$ cat config.mk
export PLATFORM = sky130hd
export DESIGN_NAME = battery_charge_estimator
export DESIGN_NICKNAME = d
export VERILOG_FILES = /design/src/rtl/core/bce_pkg.sv /design/src/rtl/core/battery_charge_estimator.sv /design/src/rtl/core/bce_div.sv /design/src/rtl/core/bce_dp.sv /design/src/rtl/core/bce_ctrl.sv
export VERILOG_INCLUDE_DIRS = /design/src /design/src/rtl/core
export SDC_FILE = /design/constraint.sdc
export NUM_CORES = 1
export LEC_CHECK = 0
export ABC_AREA = 1
export BUFFER_PORTS_ARGS = -buffer_cell sky130_fd_sc_hd__buf_2
export CAP_MARGIN = 20
export CORE_MARGIN = 2
export CORE_UTILIZATION = 40
export DETAILED_ROUTE_END_ITERATION = 8
export HOLD_SLACK_MARGIN = 0.03
export SLEW_MARGIN = 20
export SYNTH_ARGS = -nofsm -noshare
export SYNTH_HDL_FRONTEND = slang
export SYNTH_SLANG_ARGS = --single-unit
$ cat constraint.sdc
create_clock -name i_clk -period 31.2 [get_ports i_clk]
set_input_delay 3.12 -clock i_clk [delete_from_list [all_inputs] [get_ports i_clk]]
set_output_delay 3.12 -clock i_clk [all_outputs]
set_load 0.05 [all_outputs]
$ cat src/rtl/core/battery_charge_estimator_defines.svh
// assertion macros used by the battery charge estimator datapath
`ifndef BATTERY_CHARGE_ESTIMATOR_DEFINES_SVH
`define BATTERY_CHARGE_ESTIMATOR_DEFINES_SVH

// same-cycle implication, checked on i_clk, off while i_rst_n is low
`define BCE_CHECK_IMPLY(label, ante, cons) \
    label: assert property (@(posedge i_clk) disable iff (!i_rst_n) (ante) |-> (cons)) \
        else $error("bce check failed");

// next-cycle implication, checked on i_clk, off while i_rst_n is low
`define BCE_CHECK_NEXT(label, ante, cons) \
    label: assert property (@(posedge i_clk) disable iff (!i_rst_n) (ante) |=> (cons)) \
        else $error("bce check failed");

`endif

$ cat src/rtl/core/bce_pkg.sv
// shared types, constants and lookup tables of the battery charge estimator
package bce_pkg;

    // field widths
    localparam int ADC_W      = 12;
    localparam int CHARGE_W   = 14;
    localparam int PCT_W      = 7;
    localparam int MV_W       = 15;
    localparam int STATUS_W   = 2;
    localparam int THR_W      = 14;
    localparam int OFS_W      = 10;
    localparam int CFG_DATA_W = 14;
    localparam int CFG_IDX_W  = 2;

    // stream widths
    localparam int IN_TDATA_W    = 16;
    localparam int OUT_FIELDS_W  = ADC_W + CHARGE_W + PCT_W + MV_W + STATUS_W;
    localparam int OUT_TDATA_W   = ((OUT_FIELDS_W + 7) / 8) * 8;

    // sample ring
    localparam int SAMPLE_DEPTH = 16;
    localparam int SLOT_W       = (SAMPLE_DEPTH > 1) ? $clog2(SAMPLE_DEPTH) : 1;
    localparam int CNT_W        = $clog2(SAMPLE_DEPTH + 1);
    localparam int SUM_W        = ADC_W + CNT_W;

    // charge table
    localparam int TABLE_POINTS = 26;
    localparam int IDX_W        = $clog2(TABLE_POINTS);
    localparam int SPAN_W       = 14;
    localparam int MUL_W        = ADC_W + SPAN_W;
    localparam int CHARGE_FULL  = 10000;
    localparam int PCT_SCALE    = 100;

    // shared divider
    localparam int DIV_W     = 28;
    localparam int DVS_W     = 12;
    localparam int STEP_W    = $clog2(DIV_W / 2 + 1);
    localparam int MEAN_BITS = ((SUM_W + 1) / 2) * 2;
    // the table keeps the rounded interpolation dividend below 2^16
    localparam int CHG_BITS  = 16;
    localparam int MV_BITS   = DIV_W;

    // linear voltage map, rounded half up: q = (2*num + den) / (2*den)
    localparam int MAP_ADC_LO = 2498;
    localparam int MAP_ADC_HI = 3720;
    localparam int MAP_MV_LO  = 17000;
    localparam int MAP_MV_HI  = 25200;
    localparam int MV_DEN     = MAP_ADC_HI - MAP_ADC_LO;
    localparam int MV_SLOPE2  = 2 * (MAP_MV_HI - MAP_MV_LO);
    localparam int MV_BIAS    = 2 * (MAP_MV_LO * MV_DEN - MAP_ADC_LO * (MAP_MV_HI - MAP_MV_LO))
                                + MV_DEN;
    localparam int MV_DVS     = 2 * MV_DEN;
    localparam int MV_DVD_W   = 27;

    // whole percent: (x + 50) / 100 as a reciprocal multiply
    localparam int PCT_RND    = 50;
    localparam int PCT_RECIP  = 41944;
    localparam int PCT_SHIFT  = 22;
    localparam int PCT_PROD_W = 31;

    // register reset values
    localparam int LOW_THR_RST  = 2000;
    localparam int CRIT_THR_RST = 1800;
    localparam int VOLT_OFS_RST = 40;

    // register indexes
    localparam logic [CFG_IDX_W-1:0] CFG_LOW_THR  = 2'd0;
    localparam logic [CFG_IDX_W-1:0] CFG_CRIT_THR = 2'd1;
    localparam logic [CFG_IDX_W-1:0] CFG_VOLT_OFS = 2'd2;

    typedef enum logic [STATUS_W-1:0] {
        ST_NORMAL   = 2'd0,
        ST_LOW      = 2'd1,
        ST_CRITICAL = 2'd2
    } t_status;

    typedef enum logic [1:0] {
        DIV_MEAN,
        DIV_CHG,
        DIV_MV
    } t_div_op;

    // controller to datapath commands
    typedef struct packed {
        logic    accept;
        logic    upd;
        logic    div_start;
        t_div_op div_op;
        logic    mean_load;
        logic    seg_load;
        logic    chg_load;
        logic    mv_load;
        logic    out_load;
    } t_cmd;

    // datapath to controller status
    typedef struct packed {
        logic div_done;
        logic out_free;
    } t_sts;

    // converter reading of each table point
    function automatic logic [ADC_W-1:0] tab_adc(input logic [IDX_W-1:0] idx);
        logic [ADC_W-1:0] v;
        unique case (idx)
            5'd0:    v = 12'd2802;
            5'd1:    v = 12'd2839;
            5'd2:    v = 12'd2876;
            5'd3:    v = 12'd2913;
            5'd4:    v = 12'd2950;
            5'd5:    v = 12'd2987;
            5'd6:    v = 12'd3024;
            5'd7:    v = 12'd3061;
            5'd8:    v = 12'd3098;
            5'd9:    v = 12'd3135;
            5'd10:   v = 12'd3172;
            5'd11:   v = 12'd3209;
            5'd12:   v = 12'd3246;
            5'd13:   v = 12'd3283;
            5'd14:   v = 12'd3320;
            5'd15:   v = 12'd3357;
            5'd16:   v = 12'd3394;
            5'd17:   v = 12'd3431;
            5'd18:   v = 12'd3468;
            5'd19:   v = 12'd3505;
            5'd20:   v = 12'd3542;
            5'd21:   v = 12'd3580;
            5'd22:   v = 12'd3620;
            5'd23:   v = 12'd3660;
            5'd24:   v = 12'd3700;
            5'd25:   v = 12'd3720;
            default: v = 12'd3720;
        endcase
        return v;
    endfunction

    // percent of each table point
    function automatic logic [PCT_W-1:0] tab_pct(input logic [IDX_W-1:0] idx);
        logic [PCT_W-1:0] v;
        unique case (idx)
            5'd0:    v = 7'd0;
            5'd1:    v = 7'd5;
            5'd2:    v = 7'd10;
            5'd3:    v = 7'd15;
            5'd4:    v = 7'd20;
            5'd5:    v = 7'd25;
            5'd6:    v = 7'd30;
            5'd7:    v = 7'd35;
            5'd8:    v = 7'd40;
            5'd9:    v = 7'd45;
            5'd10:   v = 7'd50;
            5'd11:   v = 7'd55;
            5'd12:   v = 7'd60;
            5'd13:   v = 7'd65;
            5'd14:   v = 7'd70;
            5'd15:   v = 7'd75;
            5'd16:   v = 7'd80;
            5'd17:   v = 7'd85;
            5'd18:   v = 7'd90;
            5'd19:   v = 7'd95;
            default: v = 7'd100;
        endcase
        return v;
    endfunction

endpackage

$ cat src/rtl/core/battery_charge_estimator.sv
// top level of the battery charge estimator
// a request is taken only while the controller is idle, so the next request waits until
//   the last result is loaded; the shared divider retires two quotient bits per cycle
//   over 9 + 8 + 14 steps (mean, charge, voltage)
// a finished result waits in the output register while the next request is taken
// reset is synchronous active low: ring pointer, fill flag, running sum and
//   registers return to their defaults at once; the sample store is not cleared
module battery_charge_estimator (
    input  logic                              i_clk,
    input  logic                              i_rst_n,
    // slave side, tdata: adc_sample[11:0], zero padding[15:12]
    input  logic                              i_s_axis_tvalid,
    output logic                              o_s_axis_tready,
    input  logic [bce_pkg::IN_TDATA_W-1:0]    i_s_axis_tdata,
    // master side, tdata: filtered_adc[11:0], charge_hundredths[25:12],
    // charge_percent[32:26], voltage_mv[47:33], charge_status[49:48], zeros[55:50]
    output logic                              o_m_axis_tvalid,
    input  logic                              i_m_axis_tready,
    output logic [bce_pkg::OUT_TDATA_W-1:0]   o_m_axis_tdata,
    // register write port
    input  logic                              i_cfg_wr_en,
    input  logic [bce_pkg::CFG_IDX_W-1:0]     i_cfg_index,
    input  logic [bce_pkg::CFG_DATA_W-1:0]    i_cfg_wdata
);
    import bce_pkg::*;

    t_cmd                cmd;
    t_sts                sts;
    logic [ADC_W-1:0]    filtered_adc;
    logic [CHARGE_W-1:0] charge_hundredths;
    logic [PCT_W-1:0]    charge_percent;
    logic [MV_W-1:0]     voltage_mv;
    logic [STATUS_W-1:0] charge_status;

    bce_ctrl u_ctrl (
        .i_clk      (i_clk),
        .i_rst_n    (i_rst_n),
        .i_in_valid (i_s_axis_tvalid),
        .o_in_ready (o_s_axis_tready),
        .i_sts      (sts),
        .o_cmd      (cmd)
    );

    bce_dp u_dp (
        .i_clk               (i_clk),
        .i_rst_n             (i_rst_n),
        .i_cmd               (cmd),
        .o_sts               (sts),
        .i_sample            (i_s_axis_tdata[ADC_W-1:0]),
        .i_cfg_wr_en         (i_cfg_wr_en),
        .i_cfg_index         (i_cfg_index),
        .i_cfg_wdata         (i_cfg_wdata),
        .i_out_ready         (i_m_axis_tready),
        .o_out_valid         (o_m_axis_tvalid),
        .o_filtered_adc      (filtered_adc),
        .o_charge_hundredths (charge_hundredths),
        .o_charge_percent    (charge_percent),
        .o_voltage_mv        (voltage_mv),
        .o_charge_status     (charge_status)
    );

    // result packing, first field in the low bits
    assign o_m_axis_tdata = {(OUT_TDATA_W - OUT_FIELDS_W)'(0), charge_status, voltage_mv,
                             charge_percent, charge_hundredths, filtered_adc};

endmodule

$ cat src/rtl/core/bce_div.sv
// shared restoring divider, two quotient bits per cycle
module bce_div (
    input  logic                        i_clk,
    input  logic                        i_rst_n,
    input  logic                        i_start,
    input  logic [bce_pkg::DIV_W-1:0]   i_dividend,
    input  logic [bce_pkg::DVS_W-1:0]   i_divisor,
    input  logic [bce_pkg::STEP_W-1:0]  i_steps,
    output logic                        o_busy,
    output logic                        o_done,
    output logic [bce_pkg::DIV_W-1:0]   o_quotient
);
    import bce_pkg::*;

    logic              r_busy;
    logic              r_done;
    logic [STEP_W-1:0] r_cnt;
    logic [DIV_W-1:0]  r_quo;
    logic [DVS_W-1:0]  r_rem;
    logic [DVS_W-1:0]  r_dvs;
    logic [DIV_W-1:0]  n_quo;
    logic [DVS_W-1:0]  n_rem;

    // two shift-compare-subtract steps; the dividend is left aligned in r_quo
    always_comb begin
        logic [DVS_W:0] rr;
        n_quo = r_quo;
        n_rem = r_rem;
        for (int k = 0; k < 2; k++) begin
            rr    = {n_rem, n_quo[DIV_W-1]};
            n_quo = {n_quo[DIV_W-2:0], 1'b0};
            if (rr >= {1'b0, r_dvs}) begin
                rr       = rr - {1'b0, r_dvs};
                n_quo[0] = 1'b1;
            end
            n_rem = rr[DVS_W-1:0];
        end
    end

    // step counter and done pulse
    always_ff @(posedge i_clk) begin
        if (!i_rst_n) begin
            r_busy <= 1'b0;
            r_done <= 1'b0;
            r_cnt  <= '0;
        end else begin
            r_done <= 1'b0;
            if (i_start) begin
                r_busy <= 1'b1;
                r_cnt  <= i_steps;
            end else if (r_busy) begin
                r_cnt <= r_cnt - STEP_W'(1);
                if (r_cnt == STEP_W'(1)) begin
                    r_busy <= 1'b0;
                    r_done <= 1'b1;
                end
            end
        end
    end

    // operand and partial result registers
    always_ff @(posedge i_clk) begin
        if (i_start) begin
            r_quo <= i_dividend;
            r_rem <= '0;
            r_dvs <= i_divisor;
        end else if (r_busy) begin
            r_quo <= n_quo;
            r_rem <= n_rem;
        end
    end

    assign o_busy     = r_busy;
    assign o_done     = r_done;
    assign o_quotient = r_quo;

endmodule

$ cat src/rtl/core/bce_dp.sv
// datapath: sample ring, running sum, interpolation, voltage map and output register
`include "battery_charge_estimator_defines.svh"

module bce_dp (
    input  logic                           i_clk,
    input  logic                           i_rst_n,
    input  bce_pkg::t_cmd                  i_cmd,
    output bce_pkg::t_sts                  o_sts,
    input  logic [bce_pkg::ADC_W-1:0]      i_sample,
    input  logic                           i_cfg_wr_en,
    input  logic [bce_pkg::CFG_IDX_W-1:0]  i_cfg_index,
    input  logic [bce_pkg::CFG_DATA_W-1:0] i_cfg_wdata,
    input  logic                           i_out_ready,
    output logic                           o_out_valid,
    output logic [bce_pkg::ADC_W-1:0]      o_filtered_adc,
    output logic [bce_pkg::CHARGE_W-1:0]   o_charge_hundredths,
    output logic [bce_pkg::PCT_W-1:0]      o_charge_percent,
    output logic [bce_pkg::MV_W-1:0]       o_voltage_mv,
    output logic [bce_pkg::STATUS_W-1:0]   o_charge_status
);
    import bce_pkg::*;

    // configuration registers
    logic [THR_W-1:0] r_low_thr;
    logic [THR_W-1:0] r_crit_thr;
    logic [OFS_W-1:0] r_volt_ofs;

    // ring state
    logic [ADC_W-1:0]  r_mem [SAMPLE_DEPTH];
    logic [ADC_W-1:0]  r_rd_data;
    logic [ADC_W-1:0]  r_sample;
    logic [SLOT_W-1:0] r_slot;
    logic              r_filled;
    logic [SUM_W-1:0]  r_sum;
    logic [CNT_W-1:0]  count;

    // working registers
    logic [ADC_W-1:0]     r_mean;
    logic [CHG_BITS-1:0]  r_chg_dvd;
    logic [DVS_W-1:0]     r_chg_dvs;
    logic [CHARGE_W-1:0]  r_chg_base;
    logic                 r_below;
    logic                 r_above;
    logic [MV_DVD_W-1:0]  r_mv_dvd;
    logic [CHARGE_W-1:0]  r_charge;
    logic [MV_W-1:0]      r_mv;
    logic [PCT_W-1:0]     r_pct;

    // output register
    logic                 r_out_valid;
    logic [ADC_W-1:0]     r_o_adc;
    logic [CHARGE_W-1:0]  r_o_charge;
    logic [PCT_W-1:0]     r_o_pct;
    logic [MV_W-1:0]      r_o_mv;
    t_status              r_o_status;

    // divider hookup
    logic [DIV_W-1:0]  div_dvd;
    logic [DVS_W-1:0]  div_dvs;
    logic [STEP_W-1:0] div_steps;
    logic              div_busy;
    logic              div_done;
    logic [DIV_W-1:0]  div_quot;

    // segment lookup
    logic [IDX_W-1:0]   seg_idx;
    logic [IDX_W-1:0]   seg_prev;
    logic [ADC_W-1:0]   seg_rl;
    logic [ADC_W-1:0]   seg_rh;
    logic [PCT_W-1:0]   seg_pl;
    logic [PCT_W-1:0]   seg_ph;
    logic [ADC_W-1:0]   seg_den;
    logic [ADC_W-1:0]   seg_diff;
    logic [SPAN_W-1:0]  seg_span;
    logic [MUL_W-1:0]   seg_num;
    logic [MUL_W:0]     seg_dvd;

    // result shaping
    logic [CHARGE_W:0]    chg_sum;
    logic [CHARGE_W-1:0]  chg_val;
    logic [MV_W-1:0]      mv_q;
    logic [CHARGE_W:0]    pct_in;
    logic [PCT_PROD_W-1:0] pct_prod;
    t_status              status;

    // configuration writes, unknown indexes dropped
    always_ff @(posedge i_clk) begin
        if (!i_rst_n) begin
            r_low_thr  <= THR_W'(LOW_THR_RST);
            r_crit_thr <= THR_W'(CRIT_THR_RST);
            r_volt_ofs <= OFS_W'(VOLT_OFS_RST);
        end else if (i_cfg_wr_en) begin
            unique case (i_cfg_index)
                CFG_LOW_THR:  r_low_thr  <= i_cfg_wdata[THR_W-1:0];
                CFG_CRIT_THR: r_crit_thr <= i_cfg_wdata[THR_W-1:0];
                CFG_VOLT_OFS: r_volt_ofs <= i_cfg_wdata[OFS_W-1:0];
                default: ;
            endcase
        end
    end

    // sample store: read the slot about to be overwritten, then write it
    always_ff @(posedge i_clk) begin
        if (i_cmd.accept) begin
            r_rd_data <= r_mem[r_slot];
            r_sample  <= i_sample;
        end
        if (i_cmd.upd) begin
            r_mem[r_slot] <= r_sample;
        end
    end

    // write pointer, fill flag and running sum of the stored samples
    always_ff @(posedge i_clk) begin
        if (!i_rst_n) begin
            r_slot   <= '0;
            r_filled <= 1'b0;
            r_sum    <= '0;
        end else if (i_cmd.upd) begin
            r_sum <= r_sum + SUM_W'(r_sample) - (r_filled ? SUM_W'(r_rd_data) : '0);
            if (r_slot == SLOT_W'(SAMPLE_DEPTH - 1)) begin
                r_slot   <= '0;
                r_filled <= 1'b1;
            end else begin
                r_slot <= r_slot + SLOT_W'(1);
            end
        end
    end

    assign count = r_filled ? CNT_W'(SAMPLE_DEPTH) : CNT_W'(r_slot);

    // divider operand select, dividends left aligned to their step count
    always_comb begin
        case (i_cmd.div_op)
            DIV_MEAN: begin
                div_dvd   = DIV_W'(r_sum) << (DIV_W - MEAN_BITS);
                div_dvs   = DVS_W'(count);
                div_steps = STEP_W'(MEAN_BITS / 2);
            end
            DIV_CHG: begin
                div_dvd   = DIV_W'(r_chg_dvd) << (DIV_W - CHG_BITS);
                div_dvs   = r_chg_dvs;
                div_steps = STEP_W'(CHG_BITS / 2);
            end
            DIV_MV: begin
                div_dvd   = DIV_W'(r_mv_dvd) << (DIV_W - MV_BITS);
                div_dvs   = DVS_W'(MV_DVS);
                div_steps = STEP_W'(MV_BITS / 2);
            end
            default: begin
                div_dvd   = '0;
                div_dvs   = DVS_W'(1);
                div_steps = STEP_W'(1);
            end
        endcase
    end

    bce_div u_div (
        .i_clk      (i_clk),
        .i_rst_n    (i_rst_n),
        .i_start    (i_cmd.div_start),
        .i_dividend (div_dvd),
        .i_divisor  (div_dvs),
        .i_steps    (div_steps),
        .o_busy     (div_busy),
        .o_done     (div_done),
        .o_quotient (div_quot)
    );

    // first table point from index 1 on at or above the mean, else the last point
    always_comb begin
        seg_idx = IDX_W'(TABLE_POINTS - 1);
        for (int i = TABLE_POINTS - 1; i >= 1; i--) begin
            if (r_mean <= tab_adc(IDX_W'(i))) begin
                seg_idx = IDX_W'(i);
            end
        end
    end

    // interpolation operands for the segment
    assign seg_prev = seg_idx - IDX_W'(1);
    assign seg_rl   = tab_adc(seg_prev);
    assign seg_rh   = tab_adc(seg_idx);
    assign seg_pl   = tab_pct(seg_prev);
    assign seg_ph   = tab_pct(seg_idx);
    assign seg_den  = seg_rh - seg_rl;
    assign seg_diff = r_mean - seg_rl;
    assign seg_span = SPAN_W'(seg_ph - seg_pl) * SPAN_W'(PCT_SCALE);
    assign seg_num  = MUL_W'(seg_diff) * MUL_W'(seg_span);
    assign seg_dvd  = {seg_num, 1'b0} + (MUL_W + 1)'(seg_den);

    // working registers along the sequence
    always_ff @(posedge i_clk) begin
        if (i_cmd.mean_load) begin
            r_mean <= div_quot[ADC_W-1:0];
        end
        if (i_cmd.seg_load) begin
            r_below    <= (r_mean <= tab_adc(IDX_W'(0)));
            r_above    <= (r_mean >= tab_adc(IDX_W'(TABLE_POINTS - 1)));
            r_chg_dvd  <= seg_dvd[CHG_BITS-1:0];
            r_chg_dvs  <= DVS_W'({seg_den, 1'b0});
            r_chg_base <= CHARGE_W'(seg_pl) * CHARGE_W'(PCT_SCALE);
            r_mv_dvd   <= MV_DVD_W'(MV_BIAS) + MV_DVD_W'(r_mean) * MV_DVD_W'(MV_SLOPE2);
        end
        if (i_cmd.chg_load) begin
            r_charge <= chg_val;
        end
        if (i_cmd.mv_load) begin
            r_mv  <= (mv_q > MV_W'(r_volt_ofs)) ? mv_q - MV_W'(r_volt_ofs) : '0;
            r_pct <= pct_prod[PCT_SHIFT + PCT_W - 1:PCT_SHIFT];
        end
    end

    // charge: end clamps, then base plus rounded slope term, saturated
    assign chg_sum = (CHARGE_W + 1)'(r_chg_base) + div_quot[CHARGE_W:0];
    always_comb begin
        if (r_above) begin
            chg_val = CHARGE_W'(CHARGE_FULL);
        end else if (r_below) begin
            chg_val = '0;
        end else if (chg_sum > (CHARGE_W + 1)'(CHARGE_FULL)) begin
            chg_val = CHARGE_W'(CHARGE_FULL);
        end else begin
            chg_val = chg_sum[CHARGE_W-1:0];
        end
    end

    // voltage quotient and rounded whole percent
    assign mv_q     = div_quot[MV_W-1:0];
    assign pct_in   = (CHARGE_W + 1)'(r_charge) + (CHARGE_W + 1)'(PCT_RND);
    assign pct_prod = PCT_PROD_W'(pct_in) * PCT_PROD_W'(PCT_RECIP);

    // status from the two thresholds
    always_comb begin
        if (r_charge <= r_crit_thr) begin
            status = ST_CRITICAL;
        end else if (r_charge <= r_low_thr) begin
            status = ST_LOW;
        end else begin
            status = ST_NORMAL;
        end
    end

    // output register valid
    always_ff @(posedge i_clk) begin
        if (!i_rst_n) begin
            r_out_valid <= 1'b0;
        end else if (i_cmd.out_load) begin
            r_out_valid <= 1'b1;
        end else if (i_out_ready) begin
            r_out_valid <= 1'b0;
        end
    end

    // output register payload
    always_ff @(posedge i_clk) begin
        if (i_cmd.out_load) begin
            r_o_adc    <= r_mean;
            r_o_charge <= r_charge;
            r_o_pct    <= r_pct;
            r_o_mv     <= r_mv;
            r_o_status <= status;
        end
    end

    assign o_sts.div_done     = div_done;
    assign o_sts.out_free     = !r_out_valid || i_out_ready;
    assign o_out_valid         = r_out_valid;
    assign o_filtered_adc      = r_o_adc;
    assign o_charge_hundredths = r_o_charge;
    assign o_charge_percent    = r_o_pct;
    assign o_voltage_mv        = r_o_mv;
    assign o_charge_status     = r_o_status;

    // checks
    `BCE_CHECK_IMPLY(a_div_idle_at_start, i_cmd.div_start, !div_busy)
    `BCE_CHECK_IMPLY(a_mean_count_nonzero, i_cmd.div_start && (i_cmd.div_op == DIV_MEAN), count != '0)
    `BCE_CHECK_IMPLY(a_charge_saturated, r_out_valid, r_o_charge <= CHARGE_W'(CHARGE_FULL))
    `BCE_CHECK_NEXT(a_load_shows_result, i_cmd.out_load, r_out_valid)

endmodule

$ cat src/rtl/core/bce_ctrl.sv
// controller: sequences ring update, three divisions and the result hand-off
module bce_ctrl (
    input  logic          i_clk,
    input  logic          i_rst_n,
    input  logic          i_in_valid,
    output logic          o_in_ready,
    input  bce_pkg::t_sts i_sts,
    output bce_pkg::t_cmd o_cmd
);
    import bce_pkg::*;

    typedef enum logic [3:0] {
        S_IDLE,
        S_UPD,
        S_MEAN_GO,
        S_MEAN_WAIT,
        S_SEG,
        S_CHG_GO,
        S_CHG_WAIT,
        S_MV_GO,
        S_MV_WAIT,
        S_DONE
    } t_state;

    t_state r_state;
    t_state n_state;

    // next state
    always_comb begin
        n_state = r_state;
        unique case (r_state)
            S_IDLE:      if (i_in_valid) n_state = S_UPD;
            S_UPD:       n_state = S_MEAN_GO;
            S_MEAN_GO:   n_state = S_MEAN_WAIT;
            S_MEAN_WAIT: if (i_sts.div_done) n_state = S_SEG;
            S_SEG:       n_state = S_CHG_GO;
            S_CHG_GO:    n_state = S_CHG_WAIT;
            S_CHG_WAIT:  if (i_sts.div_done) n_state = S_MV_GO;
            S_MV_GO:     n_state = S_MV_WAIT;
            S_MV_WAIT:   if (i_sts.div_done) n_state = S_DONE;
            S_DONE:      if (i_sts.out_free) n_state = S_IDLE;
            default:     n_state = S_IDLE;
        endcase
    end

    // state register
    always_ff @(posedge i_clk) begin
        if (!i_rst_n) begin
            r_state <= S_IDLE;
        end else begin
            r_state <= n_state;
        end
    end

    // command decode
    always_comb begin
        o_cmd = '0;
        o_cmd.div_op = DIV_MEAN;
        unique case (r_state)
            S_IDLE:      o_cmd.accept = i_in_valid;
            S_UPD:       o_cmd.upd = 1'b1;
            S_MEAN_GO: begin
                o_cmd.div_start = 1'b1;
                o_cmd.div_op    = DIV_MEAN;
            end
            S_MEAN_WAIT: o_cmd.mean_load = i_sts.div_done;
            S_SEG:       o_cmd.seg_load = 1'b1;
            S_CHG_GO: begin
                o_cmd.div_start = 1'b1;
                o_cmd.div_op    = DIV_CHG;
            end
            S_CHG_WAIT:  o_cmd.chg_load = i_sts.div_done;
            S_MV_GO: begin
                o_cmd.div_start = 1'b1;
                o_cmd.div_op    = DIV_MV;
            end
            S_MV_WAIT:   o_cmd.mv_load = i_sts.div_done;
            S_DONE:      o_cmd.out_load = i_sts.out_free;
            default: ;
        endcase
    end

    assign o_in_ready = (r_state == S_IDLE);

endmodule

==> impl_metrics.toml, run 1 <==
[outcome]
status = "finished clean"

[clock_network]
cts_buffer_depth = 3
cts_resized = 0
cts.clk_slew.worst_paths_ns = 0.06
postCtsHoldBufs = 0
cts.sinks = 498
root_buffer = "clkbuf_16"
cts_buffers = 51
htree_levels = 2
cts_tree = "built"
cts_setup_buffers = 0
clkLatencyLatePin_ns = 0.64

[global_route]
first_global_vias = 23700
grt_overflow = 0
grt_max_degree = 102
grt_pass1_wl_mm = 130
antenna_found_initial = 0
grtUsageTotal_pct = 18.9

[setup_path]
cp-start-kind = "flip-flop"
worstPathBufferInverterCount = 13
critPathRequiredTime_ns = 31.59
critPathMaxStageDelay_ns = 0.87
crit_slowest_cell = "edfxtp_1"
crit_arrival_ns = 13.41
crit_type = "reg -> reg"
path_common_cell = "nand2_1"
path_delay_family = "adder cells"
critPathCaptureType = "flip-flop"
crit_fanout = 16

[route]
vias_per_cell = 5.06
wire_per_inst_um = 16.9
ant_nets = 0
vias = 24400
wirelength_mm = 81.5
drc = 0
drt_iter0_drc = 1492
dr.pass1.iters = 5

[floorplanning]
fp.dieH_um = 294
die_w_um = 294
die-area_mm2 = 0.0864
boundaryPins = 95
start_util_pct = 40.3
rows = 106
core_mm2 = 0.0834

[final_layout]
final_util_pct = 44.4
multi_input_area_mm2 = 0.0167
num-fill-cells = 8038
final_nets = 4213
diodes = 0
register_area_mm2 = 0.0141
drive_above_1_share_pct = 6.85
areaGrowthSynthToFinish_pct = 10.1
final_common_cell = "inv_1"
final_cell_mix = "618 x inv_1, 523 x nand2_1, 415 x edfxtp_1"

[place]
hpwl_mm = 60.2
place.gp.congestion = 0.887
pre_cts_slack_ns = 18.22
numPortBuffers = 84

[sta]
grt_setup_unrepaired = "no"
hold_viol_final = 0
clock_skew_ns = 0.0656
slew_viol_final = 0
setup_ws_ns = 18.18
setup_viol = 0
fin_crit_ns = 13.02
slew_headroom_pct = 29.6
timing.hold.ws_ns = 0.376
max_freq_mhz = 76.8
tns_ns = 0
worst_pin_slew_ns = 1.06
fin_crit_sh_pct = 41.7

[flow_run]
maxCapViolations = 0

[synthesis]
synth.ff_latch_count = 498
synth_edf_count = 415
netlist_area_mm2 = 0.0336
syn_inst = 3613
syn_avg_cell_area_um2 = 9.31
ys_types = 60
synth-seq-area-share_pct = 42.0
synth_flop_cell = "edfxtp_1"
yosysWarnings = 0
synthArstFlopShare_pct = 0

[hold_path]
hold_path_class = "reg -> reg"

[pwr]
power_density_mw_per_mm2 = 66.0
peakVddDrop_uv = 50.1
p_leak_uw = 0.0163
fin_total_pwr_uw = 2440
-- Yosys cell counts (3+ instances only) --
library cell / number / area, µm²
o21ai_0: 300 / 1500
nand3_1: 113 / 566
or2_2: 6 / 37.5
o21bai_1: 25 / 188
nand4_1: 31 / 194
a31oi_1: 18 / 113
clkbuf_1: 80 / 300
nand3b_1: 6 / 45.0
o21ai_1: 5 / 25.0
o32ai_1: 4 / 35.0
nor2_4: 3 / 33.8
o22ai_1: 54 / 338
a211oi_1: 6 / 45.0
a21oi_1: 221 / 1110
buf_4: 10 / 75.1
nor2_2: 6 / 37.5
o211ai_1: 17 / 128
buf_2: 9 / 45.0
inv_2: 11 / 41.3
and2_1: 7 / 43.8
buf_1: 4 / 15.0
ha_1: 338 / 4230
dfxtp_1: 83 / 1660
fa_1: 145 / 2900
inv_1: 618 / 2320
nand2_1: 523 / 1960
nand2_2: 5 / 31.3
nor4_1: 4 / 25.0
xor2_1: 117 / 1020
edfxtp_1: 415 / 12500
nor2_1: 304 / 1140
buf_6: 4 / 45.0
a21o_1: 8 / 60.1
o221ai_1: 4 / 35.0
xnor2_1: 40 / 350
nor3_1: 34 / 170
-- routing by layer --
layer	vias up	global-route usage [%]	share of wire, %
li1	12200	-	-
met1	11600	27.0	48
met2	566	30.8	46
met3	103	1.96	4.6
met4	0	4.43	2.0
met5	-	0	0
-- worst reg2reg max path, delay by kind of cell, from the launching register on --
family	cells	cell delay, ns
xor gates and xnor gates	3	0.66
adders and majority gates	13	5.30
DFF	1	0.87
buffers and inverters	13	1.39
AOI/OAI and AO/OA	8	0.99
and+or+nand+nor	34	3.63
-- flip-flops by register name (all words and copies together), names as in the netlist, 14 cells and up --
name,cells
u_dp.r_sum,17
u_dp.r_chg_dvd,16
u_dp.r_charge,14
u_dp.u_div.o_quotient,28
u_dp.r_mem,192
u_dp.r_low_thr,14
u_dp.o_voltage_mv,15
u_dp.r_crit_thr,14
u_dp.o_charge_hundredths,14
u_dp.r_mv,15
u_dp.r_mv_dvd,23
-- worst paths after layout --
kind / slack [ns] / to / cells after the start / start
setup / recovery: 18.18 / u_dp.r_chg_dvd[15] / 71 / u_dp.r_mean[5]
hold / removal: 0.38 / u_dp.o_voltage_mv[3] / 0 / u_dp.r_mv[3]
setup reg to reg: 18.18 / u_dp.r_chg_dvd[15] / 71 / u_dp.r_mean[5]
hold reg to reg: 0.38 / u_dp.o_voltage_mv[3] / 0 / u_dp.r_mv[3]
-- stage by stage --
stage	cells	area (µm²)
final	4816	37000
after global routing	4816	37000
after CTS	4816	37000
after detailed placement	4720	35300
after global placement	4720	35300
after floorplan	3618	33700
-- layout make-up --
| cell class | instances | area share, % |
|---|---|---|
| clock buffers | 62 | 3.58 |
| clock inverters | 34 | 1.09 |
| inverters | 632 | 6.41 |
| multi-input cells | 2381 | 45.1 |
| flip-flops and latches | 498 | 38.1 |
| well taps | 1080 | 3.65 |
| repair buffers | 129 | 2.05 |
-- cells by family (layout without fill, tap and decap cells) --
kind of cell,Yosys count,after routing,share of synthesized area (%)
xor gates and xnor gates,157,157,4.09
DFF,498,498,42.0
and+or+nand+nor,1049,1049,13.0
AOI/OAI and AO/OA,685,685,11.2
adders and majority gates,483,483,21.2
muxes,1,1,0.0298
buffers and inverters,739,857,8.49
other,1,6,0.0112
-- power by group --
group | total (µW) | leakage [µW] | switching, µW | internal, µW
combinational | 916 | 0.0111 | 592 | 324
clock | 625 | 0.000841 | 273 | 352
sequential | 903 | 0.00444 | 57.5 | 846
Power figures use the tool's default switching activity.
==> run 2, diff against run 1 <==
==> constraint.sdc (replaced) <==
create_clock -name i_clk -period 12.1 [get_ports i_clk]
set_input_delay 1.21 -clock i_clk [delete_from_list [all_inputs] [get_ports i_clk]]
set_output_delay 1.21 -clock i_clk [all_outputs]
set_load 0.05 [all_outputs]
==> impl_metrics.toml, run 2 (synthesis results as in run 1) <==
[floorplanning]
start_util_pct = 40.3
boundaryPins = 95
die_w_um = 294
core_mm2 = 0.0834
fp.dieH_um = 294
die-area_mm2 = 0.0864
rows = 106

[route]
vias = 24800
ant_nets = 0
vias_per_cell = 5.09
wire_per_inst_um = 17.0
drt_iter0_drc = 1637
drc = 0
wirelength_mm = 83.1
dr.pass1.iters = 5

[final_layout]
final_cell_mix = "614 x inv_1, 522 x nand2_1, 415 x edfxtp_1"
final_nets = 4278
num-fill-cells = 7951
final_common_cell = "inv_1"
diodes = 0
top_register = "u_dp.r_mem"
stdcell_area_mm2 = 0.0376
largest_reg_flops = 192
areaGrowthSynthToFinish_pct = 11.7
drive_above_1_share_pct = 8.89

[global_route]
antenna_found_initial = 0
grt_max_degree = 101
grtUsageTotal_pct = 19.2
grt_pass1_wl_mm = 132
grt_overflow = 0
first_global_vias = 23800

[setup_path]
crit_slowest_cell = "edfxtp_1"
critPathMaxStageDelay_ns = 0.56
critPathCaptureType = "flip-flop"
path_common_cell = "nand2_1"
critPathRequiredTime_ns = 12.46
crit_arrival_ns = 11.69
crit_type = "reg -> reg"
crit_fanout = 9
cp-start-kind = "flip-flop"

[pwr]
p_int_uw = 3900
peakVddDrop_uv = 139
power_density_mw_per_mm2 = 167
seqPwrFrac_pct = 37.2
p_comb_share_pct = 37.6
switching_share_pct = 38.0
p_sw_uw = 2390
p_leak_uw = 0.0167
clockPowerShare_pct = 25.2

[clock_network]
clkLatencyLatePin_ns = 0.61
htree_levels = 2
root_buffer = "clkbuf_16"
cts_buffers = 51
cts_buffer_depth = 3
cts_tree = "built"
cts.clk_slew.worst_paths_ns = 0.07
cts.sinks = 498

[sta]
fin_crit_sh_pct = 93.6
worst_pin_slew_ns = 1.06
slew_headroom_pct = 29.7
slew_viol_final = 0
tns_ns = 0
max_freq_mhz = 88.3
clock_skew_ns = 0.0185
setup_viol = 0
hold_viol_final = 0
fin_crit_ns = 11.33

[place]
numPortBuffers = 84
hpwl_mm = 61.4
place_area_mm2 = 0.0356
place.gp.congestion = 0.919

[outcome]
status = "finished clean"

[flow_run]
maxCapViolations = 0

[hold_path]
hold_path_class = "reg -> reg"
[run 2: cell types whose count changed in the layout (fill, tap and decap cells not counted), moves of 4 or more]
cell / delta
clkbuf_8: +6
bufinv_16: -4
clkinvlp_4: +4
nor2_2: +4
inv_1: -4
clkbuf_1: -5
nor2_1: -6
buf_4: +62
[run 2: worst max-delay path, delay by kind of cell, from the launching register on]
kind | cells | cell delay, ns
AO/OA/AOI/OAI | 9 | 1.29
XOR/XNOR | 3 | 0.48
adder cells (fa/ha/maj) | 13 | 5.25
buffers and inverters | 11 | 0.87
flip-flops | 1 | 0.56
AND/OR/NAND/NOR | 31 | 2.65
[run 2: metal layers]
metal | GRT usage [%] | wire length (µm) | up-vias | share of wire [%]
li1 | - | - | 12300 | -
met1 | 27.5 | 38800 | 11800 | 47
met2 | 31.2 | 38300 | 628 | 46
met3 | 2.04 | 4290 | 100 | 5.2
met4 | 4.65 | 1750 | 0 | 2.1
met5 | 0 | 0 | - | 0
[run 2: power groups by stage]
stage	Combinational (µW)	Sequential, µW	Clock [µW]
after floorplan	1730	2370	0
after global placement	2330	2370	0
after detailed placement	2350	2370	0
after CTS	2370	2340	1610
after global routing	2700	2360	1680
final	2370	2340	1580
[run 2: worst paths after layout]
kind	start	end	slack (ns)	depth (start not counted)
max	u_dp.r_mean[8]	u_dp.r_chg_dvd[15]	0.77	67
min	u_dp.r_mv[1]	u_dp.o_voltage_mv[1]	0.41	0
max reg2reg	u_dp.r_mean[8]	u_dp.r_chg_dvd[15]	0.77	67
min reg2reg	u_dp.r_mv[1]	u_dp.o_voltage_mv[1]	0.41	0
[run 2: repair_timing]
item / in CTS / in global routing
buffers inserted: 0 / 30
gates resized for setup: 0 / 20
hold buffers: 0 / 0
setup endpoints to repair: 0 / 2
[run 2: metrics by stage]
step / setup slack [ns] / total power (µW) / utilization (%) / instances / hold slack [ns]
after floorplan: 0.823 / 4100 / - / 3618 / 0.400
after global placement: 0.507 / 4700 / 42.6 / 4754 / 0.403
after detailed placement: 0.431 / 4730 / 42.6 / 4754 / 0.405
after CTS: 0.379 / 6320 / 44.7 / 4850 / 0.406
after global routing: -0.0281 / 6740 / 45.0 / 4881 / 0.424
final: 0.772 / 6290 / 45.0 / 4881 / 0.409
[run 2: area by class of cell]
class,count,area [µm²],area share [%]
multi-input cells,2381,16700,44.6
clock inverters,31,256,0.683
clock buffers,65,1440,3.84
repair buffers,194,1270,3.38
flip-flops and latches,498,14100,37.6
well taps,1080,1350,3.60
inverters,632,2380,6.34
==> run 3, diff against run 2 <==
--- a/config.mk
+++ b/config.mk
@@ -6,13 +6,14 @@
 export SDC_FILE = /design/constraint.sdc
 export NUM_CORES = 1
 export LEC_CHECK = 0
-export ABC_AREA = 1
+export ABC_AREA = 0
 export BUFFER_PORTS_ARGS = -buffer_cell sky130_fd_sc_hd__buf_2
 export CAP_MARGIN = 20
 export CORE_MARGIN = 2
 export CORE_UTILIZATION = 40
 export DETAILED_ROUTE_END_ITERATION = 8
 export HOLD_SLACK_MARGIN = 0.03
+export SKIP_LAST_GASP = 1
 export SLEW_MARGIN = 20
 export SYNTH_ARGS = -nofsm -noshare
 export SYNTH_HDL_FRONTEND = slang
==> impl_metrics.toml, run 3 <==
[outcome]
status = "finished clean"

[sta]
slew_headroom_pct = 30.1
setup_ws_ns = 0.531
fin_crit_sh_pct = 95.6
clock_skew_ns = 0.0488
hold_viol_final = 0
slew_viol_final = 0
fin_crit_ns = 11.57
max_freq_mhz = 86.4
setup_viol = 0
worst_pin_slew_ns = 1.05

[final_layout]
final_cell_mix = "415 x edfxtp_1, 412 x inv_1, 335 x ha_1"
drive_above_1_share_pct = 13.1
areaGrowthSynthToFinish_pct = 13.3
largest_reg_flops = 192
top_register = "u_dp.r_mem"
final_common_cell = "edfxtp_1"
final_nets = 3805
fin_cells = 4474
diodes = 0

[floorplanning]
die_w_um = 296
start_util_pct = 40.2
rows = 107
boundaryPins = 95
fp.dieH_um = 296
die-area_mm2 = 0.0875
core_mm2 = 0.0847

[global_route]
first_global_vias = 22700
grt_overflow = 0
grt_pass1_wl_mm = 127
grt_max_degree = 72
antenna_found_initial = 0
grtUsageTotal_pct = 18.3

[synthesis]
syn_inst = 3133
synthTopCellsByArea = "edfxtp_1 37%, ha_1 12%, fa_1 8.5%"
yosysWarnings = 0
synth-seq-area-share_pct = 41.5
synth_flop_cell = "edfxtp_1"
netlist_area_mm2 = 0.0341
synth_edf_count = 415
yosysMostFrequentCell = "edfxtp_1"
synth.ff_latch_count = 498
yosysTopAreaCellShare_pct = 36.6
ys_types = 88
yosysTopAreaCell = "edfxtp_1"
synth.top_cells.by_count = "415 x edfxtp_1, 412 x inv_1, 338 x ha_1"
syn_avg_cell_area_um2 = 10.9
synthArstFlopShare_pct = 0

[route]
vias_per_cell = 5.21
ant_nets = 0
dr.pass1.iters = 7
wirelength_mm = 79.2
vias = 23300
wire_per_inst_um = 17.7
drc = 0
drt_iter0_drc = 1517

[pwr]
fin_total_pwr_uw = 6180
clockPowerShare_pct = 28.0
p_sw_uw = 2060
peakVddDrop_uv = 133
p_int_uw = 4130
seqPwrFrac_pct = 35.9
switching_share_pct = 33.2
power_density_mw_per_mm2 = 160
p_leak_uw = 0.0159
p_comb_share_pct = 36.2

[setup_path]
cp-start-kind = "flip-flop"
critPathMaxStageDelay_ns = 0.58
worstPathBufferInverterCount = 7
crit_slowest_cell = "or4_1"
critPathCaptureType = "flip-flop"
crit_type = "reg -> reg"
critPathRequiredTime_ns = 12.48
crit_fanout = 6
crit_arrival_ns = 11.95
path_delay_family = "adder cells"

[clock_network]
root_buffer = "clkbuf_16"
cts.clk_slew.worst_paths_ns = 0.06
cts.sinks = 498
cts_buffers = 55
cts_tree = "built"
clkLatencyLatePin_ns = 0.66
cts_buffer_depth = 3
htree_levels = 2

[place]
place.gp.congestion = 0.906
dp_cells = 4364
hpwl_mm = 59.1
numPortBuffers = 84
pre_cts_slack_ns = 0.0994

[hold_path]
hold_path_class = "reg -> reg"

[flow_run]
maxCapViolations = 0
-- run 3: cell count changes after synthesis, sizes merged, moves of 37 or more --
| cell | delta |
|---|---|
| xor2 | -72 |
| nand2 | -252 |
| nand3 | -68 |
| a21boi | +37 |
| o22ai | -48 |
| o21ai | -184 |
| xnor2 | +69 |
| a21oi | -83 |
| nor2b | +48 |
| inv | -216 |
| mux4 | +60 |
| nor2 | -140 |
-- run 3: stage by stage --
| step | util [%] | hold slack (ns) | TNS (ns) | cell area (µm²) |
|---|---|---|---|---|
| 6_report | 45.5 | 0.397 | 0 | 38600 |
| 5_1_grt | 45.5 | 0.412 | -0.0338 | 38600 |
| 4_1_cts | 45.3 | 0.402 | 0 | 38400 |
| 3_5_place_dp | 43.0 | 0.405 | 0 | 36500 |
| 3_3_place_gp | 43.0 | 0.401 | 0 | 36500 |
| 2_1_floorplan | - | 0.400 | 0 | 34100 |
-- run 3: routing by layer --
metal	wire, µm	up-vias	GRT usage, %
met2	37700	554	30.7
met4	1400	0	3.99
li1	-	11400	-
met1	36300	11300	25.3
met5	0	-	0
met3	3830	81	2.38
-- run 3: cells by family after synthesis --
kind of cell | after synthesis | synth area share (%)
muxes | 98 | 5.13
adders and majority gates | 483 | 20.9
xor gates and xnor gates | 156 | 4.09
other | 1 | 0.0110
DFF | 498 | 41.5
AOI/OAI and AO/OA | 570 | 11.2
and+or+nand+nor | 783 | 11.0
buffers and inverters | 544 | 6.18
-- run 3: final timing paths --
| kind | cells after the start | from | slack [ns] | endpoint |
|---|---|---|---|---|
| setup / recovery | 44 | u_dp.r_mean[0] | 0.53 | u_dp.r_chg_dvd[15] |
| hold / removal | 0 | u_dp.r_mv[2] | 0.40 | u_dp.o_voltage_mv[2] |
| setup reg to reg | 44 | u_dp.r_mean[0] | 0.53 | u_dp.r_chg_dvd[15] |
| hold reg to reg | 0 | u_dp.r_mv[2] | 0.40 | u_dp.o_voltage_mv[2] |
-- run 3: repair_timing --
| item | 4_1_cts | 5_1_grt |
|---|---|---|
| gates resized for setup | 0 | 35 |
| pin swaps | 0 | 10 |
| setup buffers | 1 | 5 |
| hold buffers | 0 | 0 |
| endpoints found under the setup margin | 1 | 1 |
-- run 3: power by group through the flow --
stage	Clock [µW]	Combinational (µW)	Sequential (µW)
floorplan	0	1790	2160
global placement	0	2180	2270
detailed placement	0	2200	2270
CTS	1770	2220	2240
global route	1840	2520	2240
finish	1730	2240	2220
-- run 3: final cells by class --
cell class | instances | area [µm²]
fill | 7792 | 46100
multi-input combinational | 2096 | 18100
sequential | 498 | 14100
inverter | 413 | 1550
timing repair buffer | 221 | 1540
tap | 1144 | 1430
clock buffer | 63 | 1410
clock inverter | 39 | 458
